### src/utf16_to_utf8_encoder_assert.svh
// Assertion macros shared by the transcoder modules.
// Expects clk and rst_n in the scope of the module that uses them.
`ifndef UTF16_TO_UTF8_ENCODER_ASSERT_SVH
`define UTF16_TO_UTF8_ENCODER_ASSERT_SVH

// Condition that holds at every clock edge out of reset.
`define U16U8_ASSERT(lbl, expr, msg) \
  lbl: assert property (@(posedge clk) disable iff (!rst_n) (expr)) else $error(msg);

// Consequent that holds in the cycle after the antecedent.
`define U16U8_ASSERT_NEXT(lbl, ante, cons, msg) \
  lbl: assert property (@(posedge clk) disable iff (!rst_n) (ante) |=> (cons)) else $error(msg);

`endif

### src/u16u8_pkg.sv
// Shared types, constants and the UTF-8 encode function of the transcoder.
// No dependencies.
`default_nettype none

package u16u8_pkg;

  localparam int COUNT_BITS = 24;
  localparam int CW         = COUNT_BITS + 1;
  localparam int MAX_BYTES  = 6;
  localparam int NB_W       = 3;
  localparam int QDEPTH     = 4;
  localparam int QPTR_W     = 2;
  localparam int QCNT_W     = QPTR_W + 1;

  localparam logic [1:0] ST_OK  = 2'd0;
  localparam logic [1:0] ST_SRC = 2'd1;
  localparam logic [1:0] ST_TGT = 2'd2;

  localparam logic REG_LBF = 1'b0;
  localparam logic REG_CAP = 1'b1;

  localparam logic [5:0]  SURR_HI_TAG = 6'b110110;
  localparam logic [5:0]  SURR_LO_TAG = 6'b110111;
  localparam logic [20:0] PLANE1_BASE = 21'h10000;
  localparam logic [COUNT_BITS-1:0] CAP_RESET = '1;

  typedef struct packed {
    logic [2:0]      n;
    logic [3:0][7:0] b;   // b[0] is the lead byte
  } enc_t;

  typedef struct packed {
    logic [MAX_BYTES-1:0][7:0] bytes;
    logic [NB_W-1:0]           nbytes;
    logic                      done;
    logic [1:0]                status;
    logic [COUNT_BITS-1:0]     bytes_written;
    logic [COUNT_BITS-1:0]     units_consumed;
  } item_t;

  typedef struct packed {
    logic full;
    logic empty;
  } qstat_t;

  function automatic enc_t enc_code(input logic [20:0] c);
    enc_t e;
    e.b = '0;
    if (c < 21'h80) begin
      e.n    = 3'd1;
      e.b[0] = c[7:0];
    end else if (c < 21'h800) begin
      e.n    = 3'd2;
      e.b[0] = {3'b110, c[10:6]};
      e.b[1] = {2'b10, c[5:0]};
    end else if (c < 21'h10000) begin
      e.n    = 3'd3;
      e.b[0] = {4'b1110, c[15:12]};
      e.b[1] = {2'b10, c[11:6]};
      e.b[2] = {2'b10, c[5:0]};
    end else begin
      e.n    = 3'd4;
      e.b[0] = {5'b11110, c[20:18]};
      e.b[1] = {2'b10, c[17:12]};
      e.b[2] = {2'b10, c[11:6]};
      e.b[3] = {2'b10, c[5:0]};
    end
    return e;
  endfunction

endpackage

`default_nettype wire

### src/u16u8_front.sv
// Front end: config registers, unit assembly, surrogate pairing, capacity check.
// Builds one queue record per item that has results. Uses u16u8_pkg.
`default_nettype none
`include "utf16_to_utf8_encoder_assert.svh"

module u16u8_front (
  input  wire logic                        clk,
  input  wire logic                        rst_n,
  input  wire logic                        in_tvalid,
  output logic                             in_tready,
  input  wire logic [15:0]                 in_tdata,    // [15:0] unit_bytes
  input  wire logic                        in_tlast,    // last_unit
  input  wire logic                        cfg_we,
  input  wire logic                        cfg_addr,
  input  wire logic [u16u8_pkg::COUNT_BITS-1:0] cfg_wdata,
  input  wire u16u8_pkg::qstat_t           qstat,
  output logic                             push,
  output u16u8_pkg::item_t                 item
);

  logic                             lbf_r;
  logic [u16u8_pkg::COUNT_BITS-1:0] cap_r;
  logic [9:0]                       held_r, held_nxt;
  logic                             held_v_r, held_v_nxt;
  logic [u16u8_pkg::COUNT_BITS-1:0] bc_r, bc_nxt;
  logic [u16u8_pkg::COUNT_BITS-1:0] uc_r, uc_nxt;
  logic                             stopped_r, stopped_nxt;

  logic                             acc;
  logic [15:0]                      unit;
  logic                             u_high, u_low;
  u16u8_pkg::enc_t                  enc_pair, enc_flush, enc_unit;
  logic [u16u8_pkg::CW-1:0]         bc_ext, cap_ext, n_ext;
  logic                             fit_pair, fit_flush, fit_solo, fit_after;
  logic                             ok, flushed, st_valid;
  logic [1:0]                       st_code;
  logic [u16u8_pkg::NB_W-1:0]       nb;
  logic [u16u8_pkg::MAX_BYTES-1:0][7:0] bytes;
  logic [u16u8_pkg::COUNT_BITS-1:0] bc_rep, uc_rep;

  assign in_tready = !qstat.full;
  assign acc       = in_tvalid && in_tready;
  assign unit      = lbf_r ? {in_tdata[7:0], in_tdata[15:8]} : in_tdata;
  assign u_high    = (unit[15:10] == u16u8_pkg::SURR_HI_TAG);
  assign u_low     = (unit[15:10] == u16u8_pkg::SURR_LO_TAG);

  assign enc_pair  = u16u8_pkg::enc_code({1'b0, held_r, unit[9:0]} + u16u8_pkg::PLANE1_BASE);
  assign enc_flush = u16u8_pkg::enc_code({5'd0, u16u8_pkg::SURR_HI_TAG, held_r});
  assign enc_unit  = u16u8_pkg::enc_code({5'd0, unit});

  assign bc_ext    = {1'b0, bc_r};
  assign cap_ext   = {1'b0, cap_r};
  assign n_ext     = u16u8_pkg::CW'(enc_unit.n);
  assign fit_pair  = (bc_ext + u16u8_pkg::CW'(4)) <= cap_ext;
  assign fit_flush = (bc_ext + u16u8_pkg::CW'(3)) <= cap_ext;
  assign fit_solo  = (bc_ext + n_ext) <= cap_ext;
  assign fit_after = (bc_ext + u16u8_pkg::CW'(3) + n_ext) <= cap_ext;

  always_comb begin
    held_nxt    = held_r;
    held_v_nxt  = held_v_r;
    bc_nxt      = bc_r;
    uc_nxt      = uc_r;
    stopped_nxt = stopped_r;
    ok          = 1'b1;
    flushed     = 1'b0;
    st_valid    = 1'b0;
    st_code     = u16u8_pkg::ST_OK;
    nb          = '0;
    bytes       = '0;
    if (!stopped_r) begin
      if (held_v_r && u_low) begin
        if (fit_pair) begin
          bytes[3:0] = enc_pair.b;
          nb         = u16u8_pkg::NB_W'(4);
          bc_nxt     = bc_r + u16u8_pkg::COUNT_BITS'(4);
          uc_nxt     = uc_r + u16u8_pkg::COUNT_BITS'(2);
          held_v_nxt = 1'b0;
          st_valid   = in_tlast;
        end else begin
          st_valid = 1'b1;
          st_code  = u16u8_pkg::ST_TGT;
        end
      end else begin
        if (held_v_r) begin
          if (fit_flush) begin
            flushed    = 1'b1;
            bytes[2:0] = enc_flush.b[2:0];
            nb         = u16u8_pkg::NB_W'(3);
            bc_nxt     = bc_r + u16u8_pkg::COUNT_BITS'(3);
            uc_nxt     = uc_r + u16u8_pkg::COUNT_BITS'(1);
            held_v_nxt = 1'b0;
          end else begin
            ok       = 1'b0;
            st_valid = 1'b1;
            st_code  = u16u8_pkg::ST_TGT;
          end
        end
        if (ok) begin
          if (u_high) begin
            if (in_tlast) begin
              st_valid = 1'b1;
              st_code  = u16u8_pkg::ST_SRC;
            end else begin
              held_nxt   = unit[9:0];
              held_v_nxt = 1'b1;
            end
          end else if (flushed ? fit_after : fit_solo) begin
            if (flushed) begin
              bytes[5:3] = enc_unit.b[2:0];
            end else begin
              bytes[3:0] = enc_unit.b;
            end
            nb       = nb + enc_unit.n;
            bc_nxt   = bc_nxt + u16u8_pkg::COUNT_BITS'(enc_unit.n);
            uc_nxt   = uc_nxt + u16u8_pkg::COUNT_BITS'(1);
            st_valid = in_tlast;
          end else begin
            st_valid = 1'b1;
            st_code  = u16u8_pkg::ST_TGT;
          end
        end
      end
      if (st_valid && !in_tlast) begin
        stopped_nxt = 1'b1;
        held_v_nxt  = 1'b0;
      end
    end
    bc_rep = bc_nxt;
    uc_rep = uc_nxt;
    if (in_tlast) begin
      held_v_nxt  = 1'b0;
      bc_nxt      = '0;
      uc_nxt      = '0;
      stopped_nxt = 1'b0;
    end
  end

  assign push                = acc && !stopped_r && (st_valid || (nb != '0));
  assign item.bytes          = bytes;
  assign item.nbytes         = nb;
  assign item.done           = st_valid;
  assign item.status         = st_code;
  // counts as they stand after this item, before any end-of-string clear
  assign item.bytes_written  = bc_rep;
  assign item.units_consumed = uc_rep;

  always_ff @(posedge clk) begin
    if (!rst_n) begin
      lbf_r     <= 1'b0;
      cap_r     <= u16u8_pkg::CAP_RESET;
      held_r    <= '0;
      held_v_r  <= 1'b0;
      bc_r      <= '0;
      uc_r      <= '0;
      stopped_r <= 1'b0;
    end else begin
      if (cfg_we) begin
        case (cfg_addr)
          u16u8_pkg::REG_LBF: lbf_r <= cfg_wdata[0];
          u16u8_pkg::REG_CAP: cap_r <= cfg_wdata;
          default: ;
        endcase
      end
      if (acc) begin
        held_r    <= held_nxt;
        held_v_r  <= held_v_nxt;
        bc_r      <= bc_nxt;
        uc_r      <= uc_nxt;
        stopped_r <= stopped_nxt;
      end
    end
  end

  `U16U8_ASSERT(a_stop_no_hold, !stopped_r || !held_v_r, "held unit kept after stop")
  `U16U8_ASSERT(a_stop_silent, !(acc && stopped_r) || !push, "record pushed while stopped")
  `U16U8_ASSERT(a_push_ready, !push || in_tready, "push into a full queue")

endmodule

`default_nettype wire

### src/u16u8_queue.sv
// Four-entry record queue between the front end and the byte serializer.
// Uses u16u8_pkg.
`default_nettype none
`include "utf16_to_utf8_encoder_assert.svh"

module u16u8_queue (
  input  wire logic             clk,
  input  wire logic             rst_n,
  input  wire logic             push,
  input  wire u16u8_pkg::item_t wr_item,
  input  wire logic             pop,
  output u16u8_pkg::item_t      head,
  output u16u8_pkg::qstat_t     qstat
);

  u16u8_pkg::item_t                mem_r [u16u8_pkg::QDEPTH];
  logic [u16u8_pkg::QPTR_W-1:0]    wr_ptr_r, rd_ptr_r;
  logic [u16u8_pkg::QCNT_W-1:0]    cnt_r;

  assign qstat.full  = (cnt_r == u16u8_pkg::QCNT_W'(u16u8_pkg::QDEPTH));
  assign qstat.empty = (cnt_r == '0);
  assign head        = mem_r[rd_ptr_r];

  always_ff @(posedge clk) begin
    if (push) begin
      mem_r[wr_ptr_r] <= wr_item;
    end
  end

  always_ff @(posedge clk) begin
    if (!rst_n) begin
      wr_ptr_r <= '0;
      rd_ptr_r <= '0;
      cnt_r    <= '0;
    end else begin
      if (push) begin
        wr_ptr_r <= wr_ptr_r + 1'b1;
      end
      if (pop) begin
        rd_ptr_r <= rd_ptr_r + 1'b1;
      end
      case ({push, pop})
        2'b10:   cnt_r <= cnt_r + 1'b1;
        2'b01:   cnt_r <= cnt_r - 1'b1;
        default: cnt_r <= cnt_r;
      endcase
    end
  end

  `U16U8_ASSERT(a_pop_nonempty, !pop || !qstat.empty, "pop from empty queue")
  `U16U8_ASSERT_NEXT(a_cnt_up, push && !pop, cnt_r == $past(cnt_r) + 1'b1, "count lost a push")
  `U16U8_ASSERT(a_cnt_bound, cnt_r <= u16u8_pkg::QCNT_W'(u16u8_pkg::QDEPTH), "queue overfilled")

endmodule

`default_nettype wire

### src/u16u8_back.sv
// Back end: walks the head record one beat per cycle, while out_tready allows, into the output register.
// Uses u16u8_pkg.
`default_nettype none
`include "utf16_to_utf8_encoder_assert.svh"

module u16u8_back (
  input  wire logic                        clk,
  input  wire logic                        rst_n,
  input  wire u16u8_pkg::qstat_t           qstat,
  input  wire u16u8_pkg::item_t            head,
  output logic                             pop,
  output logic                             out_tvalid,
  input  wire logic                        out_tready,
  output logic [7:0]                       out_byte,
  output logic                             out_byte_valid,
  output logic                             out_end,
  output logic                             out_done,
  output logic [1:0]                       out_status,
  output logic [u16u8_pkg::COUNT_BITS-1:0] out_bytes_written,
  output logic [u16u8_pkg::COUNT_BITS-1:0] out_units_consumed
);

  logic                             out_tvalid_r;
  logic [u16u8_pkg::NB_W-1:0]       k_r;
  logic [7:0]                       byte_r;
  logic                             bval_r, last_r, done_r;
  logic [1:0]                       status_r;
  logic [u16u8_pkg::COUNT_BITS-1:0] bw_r, uc_r;

  logic [u16u8_pkg::NB_W-1:0]       beats_m1;
  logic                             load, is_end, has_byte, closing;

  assign beats_m1 = (head.nbytes == '0) ? '0 : head.nbytes - 1'b1;
  assign load     = !qstat.empty && (!out_tvalid_r || out_tready);
  assign is_end   = (k_r == beats_m1);
  assign has_byte = (k_r < head.nbytes);
  assign closing  = is_end && head.done;
  assign pop      = load && is_end;

  always_ff @(posedge clk) begin
    if (!rst_n) begin
      out_tvalid_r <= 1'b0;
      k_r          <= '0;
    end else if (load) begin
      out_tvalid_r <= 1'b1;
      k_r          <= is_end ? '0 : k_r + 1'b1;
    end else if (out_tready) begin
      out_tvalid_r <= 1'b0;
    end
  end

  always_ff @(posedge clk) begin
    if (load) begin
      byte_r   <= has_byte ? head.bytes[k_r] : 8'd0;
      bval_r   <= has_byte;
      last_r   <= is_end;
      done_r   <= closing;
      status_r <= closing ? head.status : u16u8_pkg::ST_OK;
      bw_r     <= closing ? head.bytes_written : '0;
      uc_r     <= closing ? head.units_consumed : '0;
    end
  end

  assign out_tvalid         = out_tvalid_r;
  assign out_byte           = byte_r;
  assign out_byte_valid     = bval_r;
  assign out_end            = last_r;
  assign out_done           = done_r;
  assign out_status         = status_r;
  assign out_bytes_written  = bw_r;
  assign out_units_consumed = uc_r;

  `U16U8_ASSERT(a_mid_record, (k_r == '0) || !qstat.empty, "record left mid-walk")
  `U16U8_ASSERT(a_done_on_end, !(out_tvalid_r && done_r) || last_r, "close not on last beat")

endmodule

`default_nettype wire

### src/utf16_to_utf8_encoder.sv
// UTF-16 to UTF-8 transcoder top level: front end, record queue, serializer.
// Uses u16u8_pkg, u16u8_front, u16u8_queue, u16u8_back.
//
// Channel  Dir  Beat
// in_      in   one UTF-16 unit (tdata[15:0]), tlast marks the last unit of a string
// out_     out  one UTF-8 byte or a status-only beat, tlast ends one unit's results
// cfg_     in   register write: index 0 byte order, index 1 destination capacity
//
// The front end takes one unit per cycle while the 4-entry queue has room.
// The serializer sends one beat per cycle while out_tready allows: a record gives one beat
// per byte (up to 6 bytes) or one status-only beat, units with no result give none.
// Reset is synchronous, active low; it clears control state and sets capacity to all ones.
// The output register lets the queue keep filling while out_tready is low.
`default_nettype none

module utf16_to_utf8_encoder (
  input  wire logic        clk,
  input  wire logic        rst_n,
  input  wire logic        in_tvalid,
  output logic             in_tready,
  input  wire logic [15:0] in_tdata,   // [15:0] unit_bytes
  input  wire logic        in_tlast,   // last_unit
  output logic             out_tvalid,
  input  wire logic        out_tready,
  output logic [63:0]      out_tdata,  // [7:0] out_byte, [9:8] status,
                                       // [33:10] bytes_written, [57:34] units_consumed
  output logic [1:0]       out_tuser,  // [0] byte_valid, [1] string_done
  output logic             out_tlast,  // end_of_run
  input  wire logic        cfg_we,
  input  wire logic        cfg_addr,
  input  wire logic [23:0] cfg_wdata
);

  u16u8_pkg::qstat_t                qstat;
  u16u8_pkg::item_t                 wr_item, head;
  logic                             push, pop;
  logic [7:0]                       o_byte;
  logic                             o_bval, o_done;
  logic [1:0]                       o_status;
  logic [u16u8_pkg::COUNT_BITS-1:0] o_bw, o_uc;

  u16u8_front u_front (
    .clk       (clk),
    .rst_n     (rst_n),
    .in_tvalid (in_tvalid),
    .in_tready (in_tready),
    .in_tdata  (in_tdata),
    .in_tlast  (in_tlast),
    .cfg_we    (cfg_we),
    .cfg_addr  (cfg_addr),
    .cfg_wdata (cfg_wdata),
    .qstat     (qstat),
    .push      (push),
    .item      (wr_item)
  );

  u16u8_queue u_queue (
    .clk     (clk),
    .rst_n   (rst_n),
    .push    (push),
    .wr_item (wr_item),
    .pop     (pop),
    .head    (head),
    .qstat   (qstat)
  );

  u16u8_back u_back (
    .clk                (clk),
    .rst_n              (rst_n),
    .qstat              (qstat),
    .head               (head),
    .pop                (pop),
    .out_tvalid         (out_tvalid),
    .out_tready         (out_tready),
    .out_byte           (o_byte),
    .out_byte_valid     (o_bval),
    .out_end            (out_tlast),
    .out_done           (o_done),
    .out_status         (o_status),
    .out_bytes_written  (o_bw),
    .out_units_consumed (o_uc)
  );

  assign out_tdata = {6'd0, o_uc, o_bw, o_status, o_byte};
  assign out_tuser = {o_done, o_bval};

endmodule

`default_nettype wire

### config.mk
export PLATFORM = sky130hd
export DESIGN_NAME = utf16_to_utf8_encoder
export DESIGN_NICKNAME = d
export VERILOG_FILES = /design/src/u16u8_pkg.sv /design/src/u16u8_front.sv /design/src/u16u8_queue.sv /design/src/u16u8_back.sv /design/src/utf16_to_utf8_encoder.sv
export VERILOG_INCLUDE_DIRS = /design/src /design/src/src
export SDC_FILE = /design/constraint.sdc
export NUM_CORES = 1
export LEC_CHECK = 0
export BUFFER_PORTS_ARGS = -buffer_cell sky130_fd_sc_hd__buf_2
export CAP_MARGIN = 25
export CORE_UTILIZATION = 44
export DETAILED_ROUTE_END_ITERATION = 8
export SETUP_SLACK_MARGIN = 0.05
export SLEW_MARGIN = 15
export SYNTH_ARGS = -nofsm -noshare
export SYNTH_HDL_FRONTEND = slang
export SYNTH_SLANG_ARGS = --single-unit
### constraint.sdc
create_clock -name clk -period 15 [get_ports clk]
set_input_delay 3 -clock clk [delete_from_list [all_inputs] [get_ports clk]]
set_output_delay 3 -clock clk [all_outputs]
set_load 0.01 [all_outputs]
==> results of run 1 <==
[sequential cells by signal, summed over array words and instances (netlist names), 2 cells and up, named ones only]
signal / flops
u_back.out_status: 2
u_front.cap_r: 24
u_back.out_units_consumed: 24
u_queue.wr_ptr_r: 2
u_back.out_bytes_written: 24
u_front.bc_r: 24
u_queue.rd_ptr_r: 2
u_queue.cnt_r: 3
u_back.out_byte: 8
u_back.k_r: 3
u_front.uc_r: 24
u_front.held_r: 10
u_queue.mem_r: 392
[cell usage after synthesis (22+ instances only)]
cell type	number
ha_1	121
inv_1	90
xor2_1	44
and3_1	70
a22o_1	24
buf_2	24
nor4_1	22
and2_1	34
o211ai_1	33
clkbuf_1	118
mux4_2	105
nand3_1	59
nand2_1	222
dfxtp_1	98
o22ai_1	33
o21ai_0	97
a21oi_1	120
nor2_1	172
edfxtp_1	453
xnor2_1	112
nor3_1	66
mux2i_1	23
nand4_1	60
[path summary, 6_finish.rpt]
path / endpoint / slack (ps) / cells past startpoint
max: u_queue.mem_r[3][36] / 3860 / 26
min reg2reg: u_front.uc_r[22] / 500 / 2
min: u_front.uc_r[22] / 500 / 2
max reg2reg: u_queue.mem_r[3][36] / 5450 / 26
[cell families after synthesis]
kind of cell	after synthesis	synth area share
compound gates	508	0.114
xor+xnor	157	0.0459
fa+ha+maj	125	0.0529
buf+inv	271	0.0371
flops	551	0.517
mux	140	0.0907
other cells	1	0.000125
simple gates	829	0.142
[worst register-to-register path, cell delays in order (launching register included)]
cell,delay [ps]
dfxtp_1,570
buf_8,250
mux2_2,380
nor2_1,130
nand4_1,490
nor2_1,750
inv_1,300
ha_1,360
a21oi_1,90
nor3_1,490
nand4_1,310
nor4_1,400
and2_1,260
xor2_1,170
ha_1,270
nand2_1,80
o21ai_0,90
a211oi_1,210
a31oi_1,120
o221a_2,300
o21a_1,260
nor3_2,410
and2_1,280
o41ai_4,180
nor2_4,700
buf_4,580
buf_4,710
[layout make-up]
cell class              count  area [um^2]  share of cell area
multi-input cells        1765        13500               0.404
diodes                      1         2.50           0.0000750
flip-flops and latches    551        15600               0.467
clock inverters            32          363              0.0109
inverters                  93          349              0.0105
clock buffers              78         1600              0.0479
repair buffers            155          896              0.0268
well taps                 873         1090              0.0327
[per-stage QoR]
step                      instances  worst slack, ps  utilization
after floorplan                2587             2690            -
after CTS                      3545             3790        0.495
final                          3548             3860        0.495
after global routing           3547             3050        0.495
after global placement         3433             3310        0.465
after detailed placement       3435             3180        0.466
[layer usage]
metal | up-vias | wire, um
met5 | - | 0
met4 | 0 | 2360
met3 | 164 | 6610
met2 | 944 | 40600
met1 | 10900 | 38300
li1 | 9921 | -
[power by group]
group          internal [uW]  switching [uW]  total (uW)
combinational            209             353         562
clock                    841             613        1450
sequential              1820            45.2        1870
==> metrics.txt, run 1 <==
Max clock buf depth=3; Initial Util=0.447; starting DRC count in detailed routing=2158; synth warn=0; # DRC=0; Worst VDD drop=0.0891 mV; total grt overflow=0; final worst path period need=11140 ps; Worst path slowest cell=nor2_1; RSZ-0062 raised after global routing=no; Layout Nets=2796; commonest non-fill, non-tap cell in the layout=edfxtp_1; vias in the first global route=21400; origin of the critical flop-to-flop path=u_front.lbf_r; Hold Crit Class=register to register; routing usage on met2=0.396; Startpoint Class=primary input; Hold Startpoint=u_front.uc_r[22]; top cells by area, synth=edfxtp_1, mux4_2, dfxtp_1; gr busiest metal=met2; Vias=21900; Clock Skew=25.7 ps; I/O Buffers=109; Gate Count Post-Synth=2582; WHS=497 ps; Crit Path Max Fanout=41; Post-synth EDFFs=453; setup tns final=0 ps; met3 Use GR=0.0352; I/O pins=116; initial antenna violation count=2; final hold violation count=0; design area=33400 um^2; Synth async-reset ratio=0; Die H=264 um; CTS tree=built; die width=264 um; Vias/cell=6.18; GRT Overall Usage=0.251; setup bufs post-CTS=0; Core ar.=67400 um^2; syn_area_per_cell=11.7 um^2; die area=69500 um^2; Num CTS Buffers=58; Main synth FF type=edfxtp_1; hold buffer count at cts=0; synthesis-stage register bit count=551; Mapped Area=30100 um^2; Area after DPL=31400 um^2; pin count of the biggest net entering global routing=60; Avg WL per Cell=24.8 um; Arr. time, crit path=11380 ps; first-pass GRT wire length=133 mm; Max Cap Viol=0; Placer Congestion=0.980; area grow syn2layout=10.8%; first drt pass iteration count=6; post-synthesis cell type count=95; share of the yosys chip area belonging to registers=0.517; Setup crit start=in_tdata[13]; Max stage delay on crit path=750 ps; Crit Path Category=primary input to register; Root Driver=clkbuf_16; Power per Cell Area=116 nW/um^2; Yosys top cell by area=edfxtp_1; met1 usage=0.359; final setup fails=0; Resize count post-CTS=0; # fillers=5946; Final Max Tran Viols=0; Rel. slew slack=0.342; CTS clk-pin slew, worst paths=60 ps; Final period util=0.742; most frequent cells in the layout=edfxtp_1, nand2_1, nor2_1; run status=complete, no violations; FP Rows=95; critical path endpoint category=register; layout cell share with drive strength beyond 1=0.160; H-tree depth=2; Buf/Inv on CP=4; Worst-Margin Slew=985 ps; Max Freq=89.8 MHz; Data required, critical path=15240 ps; Largest delay share family, worst path=simple AND/OR/NAND/NOR gates; Pleak=0.0122 uW; clk sink count=551; clock latency on the worst-skew pair=630 ps; Final HPWL DP=61.7 mm; Yosys top cell area share=0.452; DRT antenna net count=0; routed wire length=87.8 mm; Power, Total=3880 uW
(Power assumes the default switching activity.)
==> run 2, diff against run 1 <==
clock period = 11 ns   (was 15 ns; I/O delays follow)
==> run 2 against run 1 <==
Against the previous run:
- critical path depth is 4 higher
- die area unchanged
- sequential power increased by 36%
- combinational power increased by 38%
- via count down 0.28%
- utilization is essentially flat
- critical path type unchanged
- largest power group unchanged
==> metrics.txt, run 2 (synthesis results as in run 1) <==
Vias=21900 (-0.28%); Max Freq=110 MHz; Data required, critical path=11570 ps (-3670 ps); final hold violation count=0 (unchanged); I/O pins=116 (unchanged); Layout Nets=2799 (+0.11%); GRT Overall Usage=0.254 (+0.00305); Gate power share=0.146 (about the same); Resize count post-CTS=0 (unchanged); final worst path period need=9130 ps; clk sink count=551 (unchanged); Power, Total=5300 uW (+37%); flop2flop setup slack=2520 ps (-2930 ps); clock share of power=0.373 (-0.002); Worst VDD drop=0.121 mV (+36%); vias in the first global route=21700 (+1.5%); Avg WL per Cell=25.1 um (+1.4%); Final HPWL DP=62.6 mm (+1.4%); max reg flops=392 (unchanged); starting DRC count in detailed routing=1984 (-8.1%); first-pass GRT wire length=135 mm (+1.5%); Clock Skew=36.0 ps (+10.4 ps); commonest non-fill, non-tap cell in the layout=edfxtp_1; Num CTS Buffers=58 (unchanged); critical path endpoint category=register; most frequent cells in the layout=edfxtp_1, nand2_1, nor2_1; Sequential Power Share=0.481 (about the same); Max clock buf depth=3 (unchanged); Max stage delay on crit path=410 ps (-340 ps); die area=69500 um^2 (unchanged); max layer used=met4; Largest Register=u_queue.mem_r; Worst-Margin Slew=1050 ps (+63.0 ps); WHS=493 ps (-3.68 ps); CTS tree=built; total grt overflow=0 (unchanged); RSZ-0062 raised after global routing=no; DRT antenna net count=0 (unchanged); Power per Cell Area=159 nW/um^2 (+37%); Final Max Tran Viols=0 (unchanged); Root Driver=clkbuf_16; CP most frequent cell=ha_1; Startpoint Class=primary input; Crit Path Category=primary input to register; Placer Congestion=0.954 (-2.6%); Initial Util=0.447 (unchanged); # DRC=0 (unchanged); Die H=264 um (unchanged); Arr. time, crit path=9700 ps (-1680 ps); Met3 Routed Length=5.68 mm (-14%); wire length on met2=42.6 mm (+5.1%); Pleak=0.0121 uW (-0.49%); Core ar.=67400 um^2 (unchanged); first drt pass iteration count=5 (-1); area grow syn2layout=10.9% (about the same); sw frac=0.259 (-0.000839); CTS clk-pin slew, worst paths=60 ps (about the same); Rel. slew slack=0.297 (-0.0449); Max Cap Viol=0 (unchanged); run status=complete, no violations; Hold Crit Class=register to register; initial antenna violation count=1 (-1); clock latency on the worst-skew pair=640 ps (about the same); setup bufs post-CTS=0 (unchanged); final setup fails=0 (unchanged); Worst path slowest cell=fa_1; Crit Path Max Fanout=10 (-76%); die width=264 um (unchanged); H-tree depth=2 (unchanged); layout cell share with drive strength beyond 1=0.157 (-0.00262); wl on met1=38.7 mm (+1.0%); pin count of the biggest net entering global routing=70 (+17%); routed wire length=89.0 mm (+1.4%); FP Rows=95 (unchanged); I/O Buffers=109 (unchanged); Final period util=0.830; hold buffer count at cts=0 (unchanged); Internal Pwr Total=3930 uW (+37%); sw power=1380 uW (+36%); Vias/cell=6.17 (-0.28%)
run 2: power by group through the flow:
stage	registers [uW]	logic, uW	clock network (uW)
2_1_floorplan	2630	457	0
3_3_place_gp	2590	770	0
3_5_place_dp	2600	784	0
4_1_cts	2550	786	2020
5_1_grt	2570	840	2090
6_report	2550	773	1980
run 2: worst paths after layout:
| path | from | end | cells past startpoint |
|---|---|---|---|
| worst max register to register | u_front.bc_r[0] | u_queue.cnt_r[2] | 26 |
| worst min-delay path | u_back.out_tvalid | u_back.out_tvalid | 2 |
| worst max-delay path | in_tdata[15] | u_queue.cnt_r[2] | 30 |
| worst min register to register | u_back.out_tvalid | u_back.out_tvalid | 2 |
run 2: stage by stage:
step / setup slack (ps) / TNS (ps) / cells / area, um^2 / util
4_1_cts: 1990 / 0 / 3544 / 33300 / 0.495
3_3_place_gp: 1500 / 0 / 3436 / 31400 / 0.466
2_1_floorplan: -513 / -200990 / 2587 / 30100 / -
5_1_grt: 1370 / 0 / 3548 / 33400 / 0.495
6_report: 1870 / 0 / 3548 / 33400 / 0.495
3_5_place_dp: 1330 / 0 / 3437 / 31400 / 0.466
run 2: area by class of cell:
cell class              instances  area (um^2)
fillers                      5908        34000
flip-flops and latches        551        15600
multi-input cells            1765        13500
clock buffers                  78         1540
well taps                     873         1090
repair buffers                158          953
clock inverters                29          389
inverters                      93          349
diodes                          1         2.50
run 2: per-layer routing:
metal  track usage  vias up
li1              -     9921
met1         0.353    11000
met3        0.0346      153
met5             0        -
met2         0.417      791
met4        0.0673        0
run 2: worst max-delay path, delay by kind of cell:
family,cells,cell delay [ps]
fa+ha+maj,5,1540
simple gates,8,2520
xor+xnor,2,390
mux,1,330
compound gates,10,2180
buf+inv,4,520
